<file path="config.mk">
export PLATFORM = sky130hd
export DESIGN_NAME = host_string_classifier_unit
export DESIGN_NICKNAME = d
export VERILOG_FILES = /design/src/rtl/hsc_pkg.sv /design/src/rtl/host_string_classifier_unit.sv /design/src/rtl/hsc_domain.sv /design/src/rtl/hsc_ipv4.sv
export VERILOG_INCLUDE_DIRS = /design/src /design/src/rtl
export SDC_FILE = /design/constraint.sdc
export NUM_CORES = 1
export LEC_CHECK = 0
export BUFFER_PORTS_ARGS = -buffer_cell sky130_fd_sc_hd__buf_2
export CAP_MARGIN = 0
export CORE_UTILIZATION = 40
export DETAILED_ROUTE_END_ITERATION = 7
export PLACE_DENSITY = 0.57
export SLEW_MARGIN = 30
export SYNTH_ARGS = -nofsm -noshare
export SYNTH_HDL_FRONTEND = slang
export SYNTH_SLANG_ARGS = --single-unit
</file>
<file path="constraint.sdc">
create_clock -name clock -period 3 [get_ports clock]
set_clock_uncertainty 0.05 [all_clocks]
set_input_delay 0.6 -clock clock [delete_from_list [all_inputs] [get_ports clock]]
set_output_delay 0.6 -clock clock [all_outputs]
set_load 0.1 [all_outputs]
</file>
<file path="src/rtl/host_string_classifier_unit_assert.svh">
// Assertion macros shared by the host string classifier RTL.
`ifndef HOST_STRING_CLASSIFIER_UNIT_ASSERT_SVH
`define HOST_STRING_CLASSIFIER_UNIT_ASSERT_SVH

// Same-cycle implication, checked on every rising clock edge outside reset.
`define HSC_ASSERT_IMPLY(lbl, ante, cons) \
   lbl: assert property (@(posedge clock) disable iff (reset) (ante) |-> (cons)) \
      else $error("hsc assertion failed");

// Next-cycle implication.
`define HSC_ASSERT_NEXT(lbl, ante, cons) \
   lbl: assert property (@(posedge clock) disable iff (reset) (ante) |=> (cons)) \
      else $error("hsc assertion failed");

`endif

</file>
<file path="src/rtl/hsc_pkg.sv">
// Types, constants and the character classifier for the host string classifier.
package hsc_pkg;

   localparam int MAX_NAME_LENGTH  = 253;
   localparam int MAX_LABEL_LENGTH = 63;

   // Counters saturate one past their limit.
   localparam int TOTAL_W = $clog2(MAX_NAME_LENGTH + 2);
   localparam int LABEL_W = $clog2(MAX_LABEL_LENGTH + 2);

   localparam int OCTET_MAX  = 255;
   localparam int PREFIX_MAX = 32;

   localparam logic [15:0] CHAR_LF    = 16'h000A;
   localparam logic [15:0] CHAR_DOT   = 16'h002E;
   localparam logic [15:0] CHAR_SLASH = 16'h002F;
   localparam logic [15:0] CHAR_ZERO  = 16'h0030;
   localparam logic [15:0] CHAR_NINE  = 16'h0039;
   localparam logic [15:0] CHAR_HYPH  = 16'h002D;
   localparam logic [15:0] CHAR_UC_A  = 16'h0041;
   localparam logic [15:0] CHAR_UC_Z  = 16'h005A;
   localparam logic [15:0] CHAR_LC_A  = 16'h0061;
   localparam logic [15:0] CHAR_LC_Z  = 16'h007A;

   typedef enum logic [1:0] {
      CLS_NONE,
      CLS_LETTER,
      CLS_DIGIT,
      CLS_HYPHEN
   } char_class_type;

   typedef enum logic [1:0] {
      PFX_NONE,
      PFX_SLASH,
      PFX_ONE,
      PFX_TWO
   } prefix_phase_type;

   typedef struct packed {
      logic [15:0] code_unit;
      logic        no_char;
      logic        last;
   } req_data_type;

   typedef struct packed {
      logic is_ipv4;
      logic is_ipv4_cidr;
      logic is_domain;
      logic is_ip_or_domain;
      logic is_cidr_or_domain;
   } rsp_data_type;

   typedef struct packed {
      logic           is_dot;
      logic           is_slash;
      char_class_type cls;
      logic [3:0]     digit;
   } char_info_type;

   // take: character to parse; kill: character after the line feed;
   // count: any character; finish: last item, verdict and clear.
   typedef struct packed {
      logic take;
      logic kill;
      logic count;
      logic finish;
   } step_type;

   function automatic char_info_type classify(logic [15:0] c);
      char_info_type info;
      logic [15:0]   diff;
      diff          = c - CHAR_ZERO;
      info.is_dot   = (c == CHAR_DOT);
      info.is_slash = (c == CHAR_SLASH);
      info.digit    = diff[3:0];
      if ((c >= CHAR_UC_A && c <= CHAR_UC_Z) || (c >= CHAR_LC_A && c <= CHAR_LC_Z)) begin
         info.cls = CLS_LETTER;
      end else if (c >= CHAR_ZERO && c <= CHAR_NINE) begin
         info.cls = CLS_DIGIT;
      end else if (c == CHAR_HYPH) begin
         info.cls = CLS_HYPHEN;
      end else begin
         info.cls = CLS_NONE;
      end
      return info;
   endfunction

endpackage

</file>
<file path="src/rtl/host_string_classifier_unit.sv">
// Host string classifier top level: request register, trackers, result register.
//
// Feed a host string one UTF-16 code unit per request, setting last on the
// final one; an empty string is a single request with no_char and last set.
// One request is taken every clock cycle unless a last request waits. Each request
// is registered, then the domain and dotted-quad trackers update their running
// state as it moves on; for a last request the verdicts land in the result
// register that same cycle and the trackers clear for the next string.
// Requests that are not last never wait on the result side; a last request
// waits only while an earlier result has not been taken.
`include "host_string_classifier_unit_assert.svh"

module host_string_classifier_unit
   import hsc_pkg::*;
(
   input  logic         clock,
   input  logic         reset,
   input  logic         req_valid,
   output logic         req_ready,
   input  req_data_type req_data,
   output logic         rsp_valid,
   input  logic         rsp_ready,
   output rsp_data_type rsp_data
);

   logic          s1_valid_ff, s1_valid_in;
   req_data_type  s1_data_ff;
   logic          newline_ff, newline_in;
   logic          rsp_valid_ff, rsp_valid_in;
   rsp_data_type  rsp_data_ff, rsp_data_in;

   logic          out_free;
   logic          s1_move;
   logic          has_char;
   char_info_type info;
   step_type      step;
   logic          domain_ok, ipv4_ok, cidr_ok;

   assign out_free  = !rsp_valid_ff || rsp_ready;
   assign s1_move   = s1_valid_ff && (!s1_data_ff.last || out_free);
   assign req_ready = !s1_valid_ff || s1_move;
   assign info      = classify(s1_data_ff.code_unit);
   assign has_char  = s1_move && !s1_data_ff.no_char;

   always_comb begin
      step.count  = has_char;
      step.kill   = has_char && newline_ff;
      step.take   = has_char && !newline_ff && s1_data_ff.code_unit != CHAR_LF;
      step.finish = s1_move && s1_data_ff.last;

      s1_valid_in = (s1_valid_ff && !s1_move) || req_valid;

      newline_in = newline_ff || (has_char && s1_data_ff.code_unit == CHAR_LF);
      if (step.finish) begin
         newline_in = 1'b0;
      end

      rsp_data_in.is_ipv4           = ipv4_ok;
      rsp_data_in.is_ipv4_cidr      = cidr_ok;
      rsp_data_in.is_domain         = domain_ok;
      rsp_data_in.is_ip_or_domain   = ipv4_ok || domain_ok;
      rsp_data_in.is_cidr_or_domain = cidr_ok || domain_ok;

      if (step.finish) begin
         rsp_valid_in = 1'b1;
      end else if (rsp_ready) begin
         rsp_valid_in = 1'b0;
      end else begin
         rsp_valid_in = rsp_valid_ff;
      end
   end

   hsc_domain u_domain (
      .clock     (clock),
      .reset     (reset),
      .step      (step),
      .info      (info),
      .domain_ok (domain_ok)
   );

   hsc_ipv4 u_ipv4 (
      .clock   (clock),
      .reset   (reset),
      .step    (step),
      .info    (info),
      .ipv4_ok (ipv4_ok),
      .cidr_ok (cidr_ok)
   );

   always_ff @(posedge clock) begin
      if (reset) begin
         s1_valid_ff  <= 1'b0;
         newline_ff   <= 1'b0;
         rsp_valid_ff <= 1'b0;
      end else begin
         s1_valid_ff  <= s1_valid_in;
         newline_ff   <= newline_in;
         rsp_valid_ff <= rsp_valid_in;
      end
      if (req_ready) begin
         s1_data_ff <= req_data;
      end
      if (step.finish) begin
         rsp_data_ff <= rsp_data_in;
      end
   end

   assign rsp_valid = rsp_valid_ff;
   assign rsp_data  = rsp_data_ff;

   `HSC_ASSERT_IMPLY(a_ipv4_implies_cidr, rsp_valid_ff && rsp_data_ff.is_ipv4,
                     rsp_data_ff.is_ipv4_cidr)
   `HSC_ASSERT_IMPLY(a_cidr_excludes_domain, rsp_valid_ff && rsp_data_ff.is_ipv4_cidr,
                     !rsp_data_ff.is_domain)
   `HSC_ASSERT_IMPLY(a_or_verdicts, rsp_valid_ff,
                     rsp_data_ff.is_ip_or_domain ==
                     (rsp_data_ff.is_ipv4 || rsp_data_ff.is_domain) &&
                     rsp_data_ff.is_cidr_or_domain ==
                     (rsp_data_ff.is_ipv4_cidr || rsp_data_ff.is_domain))
   `HSC_ASSERT_NEXT(a_last_gives_result, s1_move && s1_data_ff.last, rsp_valid_ff)
   `HSC_ASSERT_IMPLY(a_last_held_on_stall,
                     s1_valid_ff && s1_data_ff.last && rsp_valid_ff && !rsp_ready,
                     !req_ready && !s1_move)

endmodule

</file>
<file path="src/rtl/hsc_domain.sv">
// Domain name tracker: label and total length checks, domain verdict.
module hsc_domain
   import hsc_pkg::*;
(
   input  logic          clock,
   input  logic          reset,
   input  step_type      step,
   input  char_info_type info,
   output logic          domain_ok
);

   logic [TOTAL_W-1:0] total_ff, total_in;
   logic               failed_ff, failed_in;
   logic               seen_dot_ff, seen_dot_in;
   logic [LABEL_W-1:0] label_len_ff, label_len_in;
   char_class_type     first_cls_ff, first_cls_in;
   char_class_type     prev_cls_ff, prev_cls_in;

   always_comb begin
      total_in     = total_ff;
      failed_in    = failed_ff;
      seen_dot_in  = seen_dot_ff;
      label_len_in = label_len_ff;
      first_cls_in = first_cls_ff;
      prev_cls_in  = prev_cls_ff;

      if (step.count && total_ff <= TOTAL_W'(MAX_NAME_LENGTH)) begin
         total_in = total_ff + TOTAL_W'(1);
      end

      if (step.kill) begin
         failed_in = 1'b1;
      end else if (step.take) begin
         if (info.is_dot) begin
            if (label_len_ff == '0 || label_len_ff > LABEL_W'(MAX_LABEL_LENGTH) ||
                first_cls_ff == CLS_HYPHEN || prev_cls_ff == CLS_HYPHEN) begin
               failed_in = 1'b1;
            end
            seen_dot_in  = 1'b1;
            label_len_in = '0;
            first_cls_in = CLS_NONE;
            prev_cls_in  = CLS_NONE;
         end else if (info.cls == CLS_NONE) begin
            failed_in   = 1'b1;
            prev_cls_in = CLS_NONE;
         end else begin
            if (label_len_ff == '0) begin
               first_cls_in = info.cls;
            end
            if (label_len_ff <= LABEL_W'(MAX_LABEL_LENGTH)) begin
               label_len_in = label_len_ff + LABEL_W'(1);
            end
            prev_cls_in = info.cls;
         end
      end

      domain_ok = !failed_in && seen_dot_in && label_len_in >= LABEL_W'(2) &&
                  first_cls_in == CLS_LETTER && prev_cls_in == CLS_LETTER &&
                  total_in <= TOTAL_W'(MAX_NAME_LENGTH);
   end

   always_ff @(posedge clock) begin
      if (reset || step.finish) begin
         total_ff     <= '0;
         failed_ff    <= 1'b0;
         seen_dot_ff  <= 1'b0;
         label_len_ff <= '0;
         first_cls_ff <= CLS_NONE;
         prev_cls_ff  <= CLS_NONE;
      end else begin
         total_ff     <= total_in;
         failed_ff    <= failed_in;
         seen_dot_ff  <= seen_dot_in;
         label_len_ff <= label_len_in;
         first_cls_ff <= first_cls_in;
         prev_cls_ff  <= prev_cls_in;
      end
   end

endmodule

</file>
<file path="src/rtl/hsc_ipv4.sv">
// Dotted-quad tracker: octet and prefix parsing, IPv4 and CIDR verdicts.
module hsc_ipv4
   import hsc_pkg::*;
(
   input  logic          clock,
   input  logic          reset,
   input  step_type      step,
   input  char_info_type info,
   output logic          ipv4_ok,
   output logic          cidr_ok
);

   logic [1:0]       octet_idx_ff, octet_idx_in;
   logic [1:0]       digits_ff, digits_in;
   logic [9:0]       octet_ff, octet_in;
   prefix_phase_type phase_ff, phase_in;
   logic [5:0]       prefix_ff, prefix_in;
   logic             v4_fail_ff, v4_fail_in;
   logic             cidr_fail_ff, cidr_fail_in;
   logic [6:0]       prefix_sum;

   always_comb begin
      octet_idx_in = octet_idx_ff;
      digits_in    = digits_ff;
      octet_in     = octet_ff;
      phase_in     = phase_ff;
      prefix_in    = prefix_ff;
      v4_fail_in   = v4_fail_ff;
      cidr_fail_in = cidr_fail_ff;
      prefix_sum   = 7'(prefix_ff[3:0]) * 7'd10 + 7'(info.digit);

      if (step.kill) begin
         v4_fail_in   = 1'b1;
         cidr_fail_in = 1'b1;
      end else if (step.take) begin
         if (info.is_dot) begin
            if (phase_ff != PFX_NONE || digits_ff == 2'd0 || octet_idx_ff == 2'd3) begin
               v4_fail_in   = 1'b1;
               cidr_fail_in = 1'b1;
            end else begin
               if (octet_ff > 10'(OCTET_MAX)) begin
                  v4_fail_in = 1'b1;
               end
               octet_idx_in = octet_idx_ff + 2'd1;
            end
            digits_in = 2'd0;
            octet_in  = '0;
         end else if (info.is_slash) begin
            v4_fail_in = 1'b1;
            if (phase_ff != PFX_NONE || octet_idx_ff != 2'd3 || digits_ff == 2'd0) begin
               cidr_fail_in = 1'b1;
            end else begin
               phase_in = PFX_SLASH;
            end
         end else if (info.cls != CLS_DIGIT) begin
            v4_fail_in   = 1'b1;
            cidr_fail_in = 1'b1;
         end else begin
            unique case (phase_ff)
               PFX_NONE: begin
                  if (digits_ff == 2'd3) begin
                     v4_fail_in   = 1'b1;
                     cidr_fail_in = 1'b1;
                  end else begin
                     digits_in = digits_ff + 2'd1;
                     octet_in  = octet_ff * 10'd10 + 10'(info.digit);
                  end
               end
               PFX_SLASH: begin
                  phase_in  = PFX_ONE;
                  prefix_in = 6'(info.digit);
               end
               PFX_ONE: begin
                  phase_in = PFX_TWO;
                  if (prefix_ff == '0 || prefix_sum > 7'(PREFIX_MAX)) begin
                     cidr_fail_in = 1'b1;
                  end
                  prefix_in = prefix_sum[5:0];
               end
               PFX_TWO: begin
                  cidr_fail_in = 1'b1;
               end
            endcase
         end
      end

      ipv4_ok = !v4_fail_in && octet_idx_in == 2'd3 && digits_in != 2'd0 &&
                octet_in <= 10'(OCTET_MAX) && phase_in == PFX_NONE;
      cidr_ok = !cidr_fail_in && octet_idx_in == 2'd3 && digits_in != 2'd0 &&
                phase_in != PFX_SLASH;
   end

   always_ff @(posedge clock) begin
      if (reset || step.finish) begin
         octet_idx_ff <= '0;
         digits_ff    <= '0;
         octet_ff     <= '0;
         phase_ff     <= PFX_NONE;
         prefix_ff    <= '0;
         v4_fail_ff   <= 1'b0;
         cidr_fail_ff <= 1'b0;
      end else begin
         octet_idx_ff <= octet_idx_in;
         digits_ff    <= digits_in;
         octet_ff     <= octet_in;
         phase_ff     <= phase_in;
         prefix_ff    <= prefix_in;
         v4_fail_ff   <= v4_fail_in;
         cidr_fail_ff <= cidr_fail_in;
      end
   end

endmodule
</file>
==> metrics list <==
* Total vias in the final route: 3293
- Worst endpoint data arrival time: 2.96 ns
* Chip height: 104 um
- The area growth from synthesis to layout is 16.7%.
- Clock-pin slew was measured on the worst setup and hold paths at 0.07 ns.
- Delay contributed by the slowest stage of the critical path: 0.52 ns
- In this run the remaining antenna-violating nets after routing total 0.
- Min Clock Period, post-route: 2.93 ns
* Wire length reported by the detailed router: 8.85 mm
* Most common cell type on the critical path: sky130_fd_sc_hd__buf_4
* Leading post-synthesis cells by instance count: 63 x sky130_fd_sc_hd__nor2_1, 48 x sky130_fd_sc_hd__dfxtp_1, 29 x sky130_fd_sc_hd__ha_1
- On the final layout, the worst hold slack is 0.394 ns.
* Library cell with the largest summed area after synthesis: sky130_fd_sc_hd__dfxtp_1
* Number of vias per cell after detailed routing: 5.27
- The flow ran to the end, and the final reports show no timing, DRC or antenna violations.
- At the later pin of the worst-skew pair, clock insertion delay measures 0.33 ns.
* Share of Yosys cell area claimed by the top area cell type: 0.231
* Number of buffers inserted by port buffering: 28
- After detailed routing, the average wire length per cell comes to 14.2 um.
- Measured along the x axis, the die boundary spans 104 um.
* Design Power: 1.88 mW
* Worst setup startpoint: s1_data_ff[4]
- Ordered cell list for the critical path: buf_4 -> or4_1 -> o22ai_2 -> a2111oi_4 -> or2_1 -> buf_4 -> a41oi_1 -> nand4_1 -> o211ai_2 -> nand2b_1
- Max_slew headroom: 0.554
- A synthesized cell averages 9.65 um^2.
* Critical hold path startpoint: req_data[5]
- CP max stage cell: sky130_fd_sc_hd__edfxtp_1
- Number of H-tree levels: 3
- Along the worst path, the maximum fanout reaches 7.
- Leak Pwr: 1.99 nW
* CTS buffer count: 9
- For this design the top-level I/O count stands at 29.
- WP data required: 3.02 ns
- Across the run, the number of max-cap violations was 0.
- Net count after synthesis: 486
- The clock passes through at most 2 buffers.
* Sequential element share of the synthesized area: 0.397
- For this run, the leading register cell type out of synthesis is sky130_fd_sc_hd__dfxtp_1.
- Ranked by total cell area, the synthesized netlist is headed by sky130_fd_sc_hd__dfxtp_1 23%, sky130_fd_sc_hd__edfxtp_1 17%, sky130_fd_sc_hd__ha_1 8.7%.
- Slew of the pin with the lowest slew margin: 0.666 ns
- Hold violation count in the final report: 0
* Combined buffer and inverter count along the critical path: 2
* # nets final: 542
* Post-synthesis instance total: 431
- Initial core utilization: 0.420
- Die Footprint: 10800 um^2
- Pins Over Slew Limit: 0
- The synthesized netlist occupies a cell area of 4160 um^2.
* Maximum number of pins on one net before global-route repair: 37
* Power density relative to cell area: 388 nW/um^2
* Final Core Density: 0.490
- The number of hold buffers added after CTS was 0.
- The critical path is of the reg -> reg type.
- For this run, asynchronously set or reset flops after synthesis account for 0.
* CTS tree: yes
- Fraction of the cycle the final worst path needs: 0.977
* DRT iter0 DRCs: 140
- The Yosys step of the flow raised 0 warnings.
- Area of the placeable core: 9910 um^2
- Cell family with the largest share of critical-path delay: simple AND/OR/NAND/NOR gates
* Dpl hpwl: 6.46 mm
- Derived from the worst setup path, the maximum achievable clock frequency is 341 MHz.
- CTS Root Buffer Type: sky130_fd_sc_hd__clkbuf_8
- The floorplan has 36 rows.
- Worst min path class: in -> reg
* Kind of end point of the critical path: register
- After global routing the overflow that remains totals 0.
- The worst setup path is launched from a register.
- The via count of the first global-routing pass was 3110.
- VDD sags by at most 0.265 mV.
* Diode count: 0
- RePlAce Congestion: 0.842
* Post-detailed-route DRC marker count: 0
- In this run, synthesis inferred 23 flip-flops with an integrated enable.
* Overall global routing resource usage: 0.168
- Global-route wire length before repair: 14.7 mm
* Sink count of the clock tree: 71
* # setup viols final: 0
- The startpoint identified for the worst register-to-register timing path is s1_data_ff[4].
* Initial antenna violation count: 0
- In the final layout, the share of cells above drive strength 1 is 0.224.
* TritonRoute pass-1 iters: 4
- Most used standard cell by instance count after synthesis: sky130_fd_sc_hd__nor2_1
- Number of flip-flops and latches in the synthesized netlist: 71
* Unique masters post-synth: 69
[report_power, final]
group          internal [mW]  switching [mW]  leakage, nW  total, mW
sequential              1.01          0.0195        0.619       1.03
clock                  0.378           0.346       0.0945      0.725
combinational         0.0493          0.0785         1.28      0.128
total                   1.44           0.444         1.99       1.88
[registers in the layout, indices dropped and copies added, names as in the netlist, 5 cells and up]
signal,flops
rsp_data,5
s1_data_ff,18
u_domain.label_len_ff,7
u_domain.total_ff,8
u_ipv4.octet_ff,10
u_ipv4.prefix_ff,6
[cell type report]
class	instances	area, um^2
Clock buffer	11	131
Clock inverter	5	48.8
Fill cell	974	5060
Inverter	20	75.1
Multi-Input combinational cell	328	2410
Sequential cell	71	1650
Tap cell	133	166
Timing Repair Buffer	57	362
[placed cells by master, fill, tap and decap left out, types with 10 or more instances in the layout]
cell type | Yosys | routed
sky130_fd_sc_hd__nor2_1 | 63 | 61
sky130_fd_sc_hd__dfxtp_1 | 48 | 46
sky130_fd_sc_hd__ha_1 | 29 | 28
sky130_fd_sc_hd__buf_2 | 2 | 28
sky130_fd_sc_hd__buf_4 | 0 | 28
sky130_fd_sc_hd__nand2_1 | 27 | 26
sky130_fd_sc_hd__a21oi_1 | 24 | 23
sky130_fd_sc_hd__edfxtp_1 | 23 | 23
sky130_fd_sc_hd__inv_1 | 20 | 20
sky130_fd_sc_hd__nand3_1 | 16 | 15
sky130_fd_sc_hd__xor2_1 | 16 | 15
sky130_fd_sc_hd__xnor2_1 | 11 | 10
sky130_fd_sc_hd__a22oi_1 | 10 | 10
sky130_fd_sc_hd__nor3_1 | 10 | 10
[worst paths after layout]
| check | endpoint | slack [ns] | depth (start not counted) |
|---|---|---|---|
| hold / removal | s1_data_ff[5] | 0.39 | 1 |
| setup reg to reg | rsp_data[1] | 0.07 | 10 |
| setup / recovery | rsp_data[1] | 0.07 | 10 |
| hold reg to reg | u_domain.seen_dot_ff | 0.39 | 2 |
[metal layers]
metal / share of wire / routed length (um) / vias up / global-route usage
li1: - / - / 1679 / -
met1: 0.52 / 4640 / 1565 / 0.234
met2: 0.45 / 3960 / 45 / 0.257
met3: 0.023 / 203 / 4 / 0.0313
met4: 0.0058 / 51 / 0 / 0.0673
met5: 0 / 0 / - / 0
[metrics by stage]
stage	setup TNS, ns	area, um^2	setup WS [ns]	cells
finish	0	4850	0.0686	625
floorplan	0	4160	0.156	431
global placement	0	4540	0.0613	599
global route	-0.215	4850	-0.0777	625
detailed placement	0	4540	0.0223	599
CTS	0	4720	0.00409	615
[cells by family (layout without fill, tap and decap cells)]
family                     after synthesis  in the layout  share of synthesized area
AOI/OAI and AO/OA                       80             80                      0.145
xor gates and xnor gates                28             28                     0.0623
adders and majority gates               33             33                      0.107
buffers and inverters                   32             93                     0.0361
DFF                                     71             71                      0.397
muxes                                    7              7                     0.0169
and+or+nand+nor                        180            180                      0.236
[what timing repair did]
item / in CTS / in global routing
buffers inserted: 0 / 10
gates resized for setup: 1 / 15
pin swaps: 1 / 8
setup endpoints to repair: 1 / 6
Note: power is estimated with default switching activity, not from simulation.
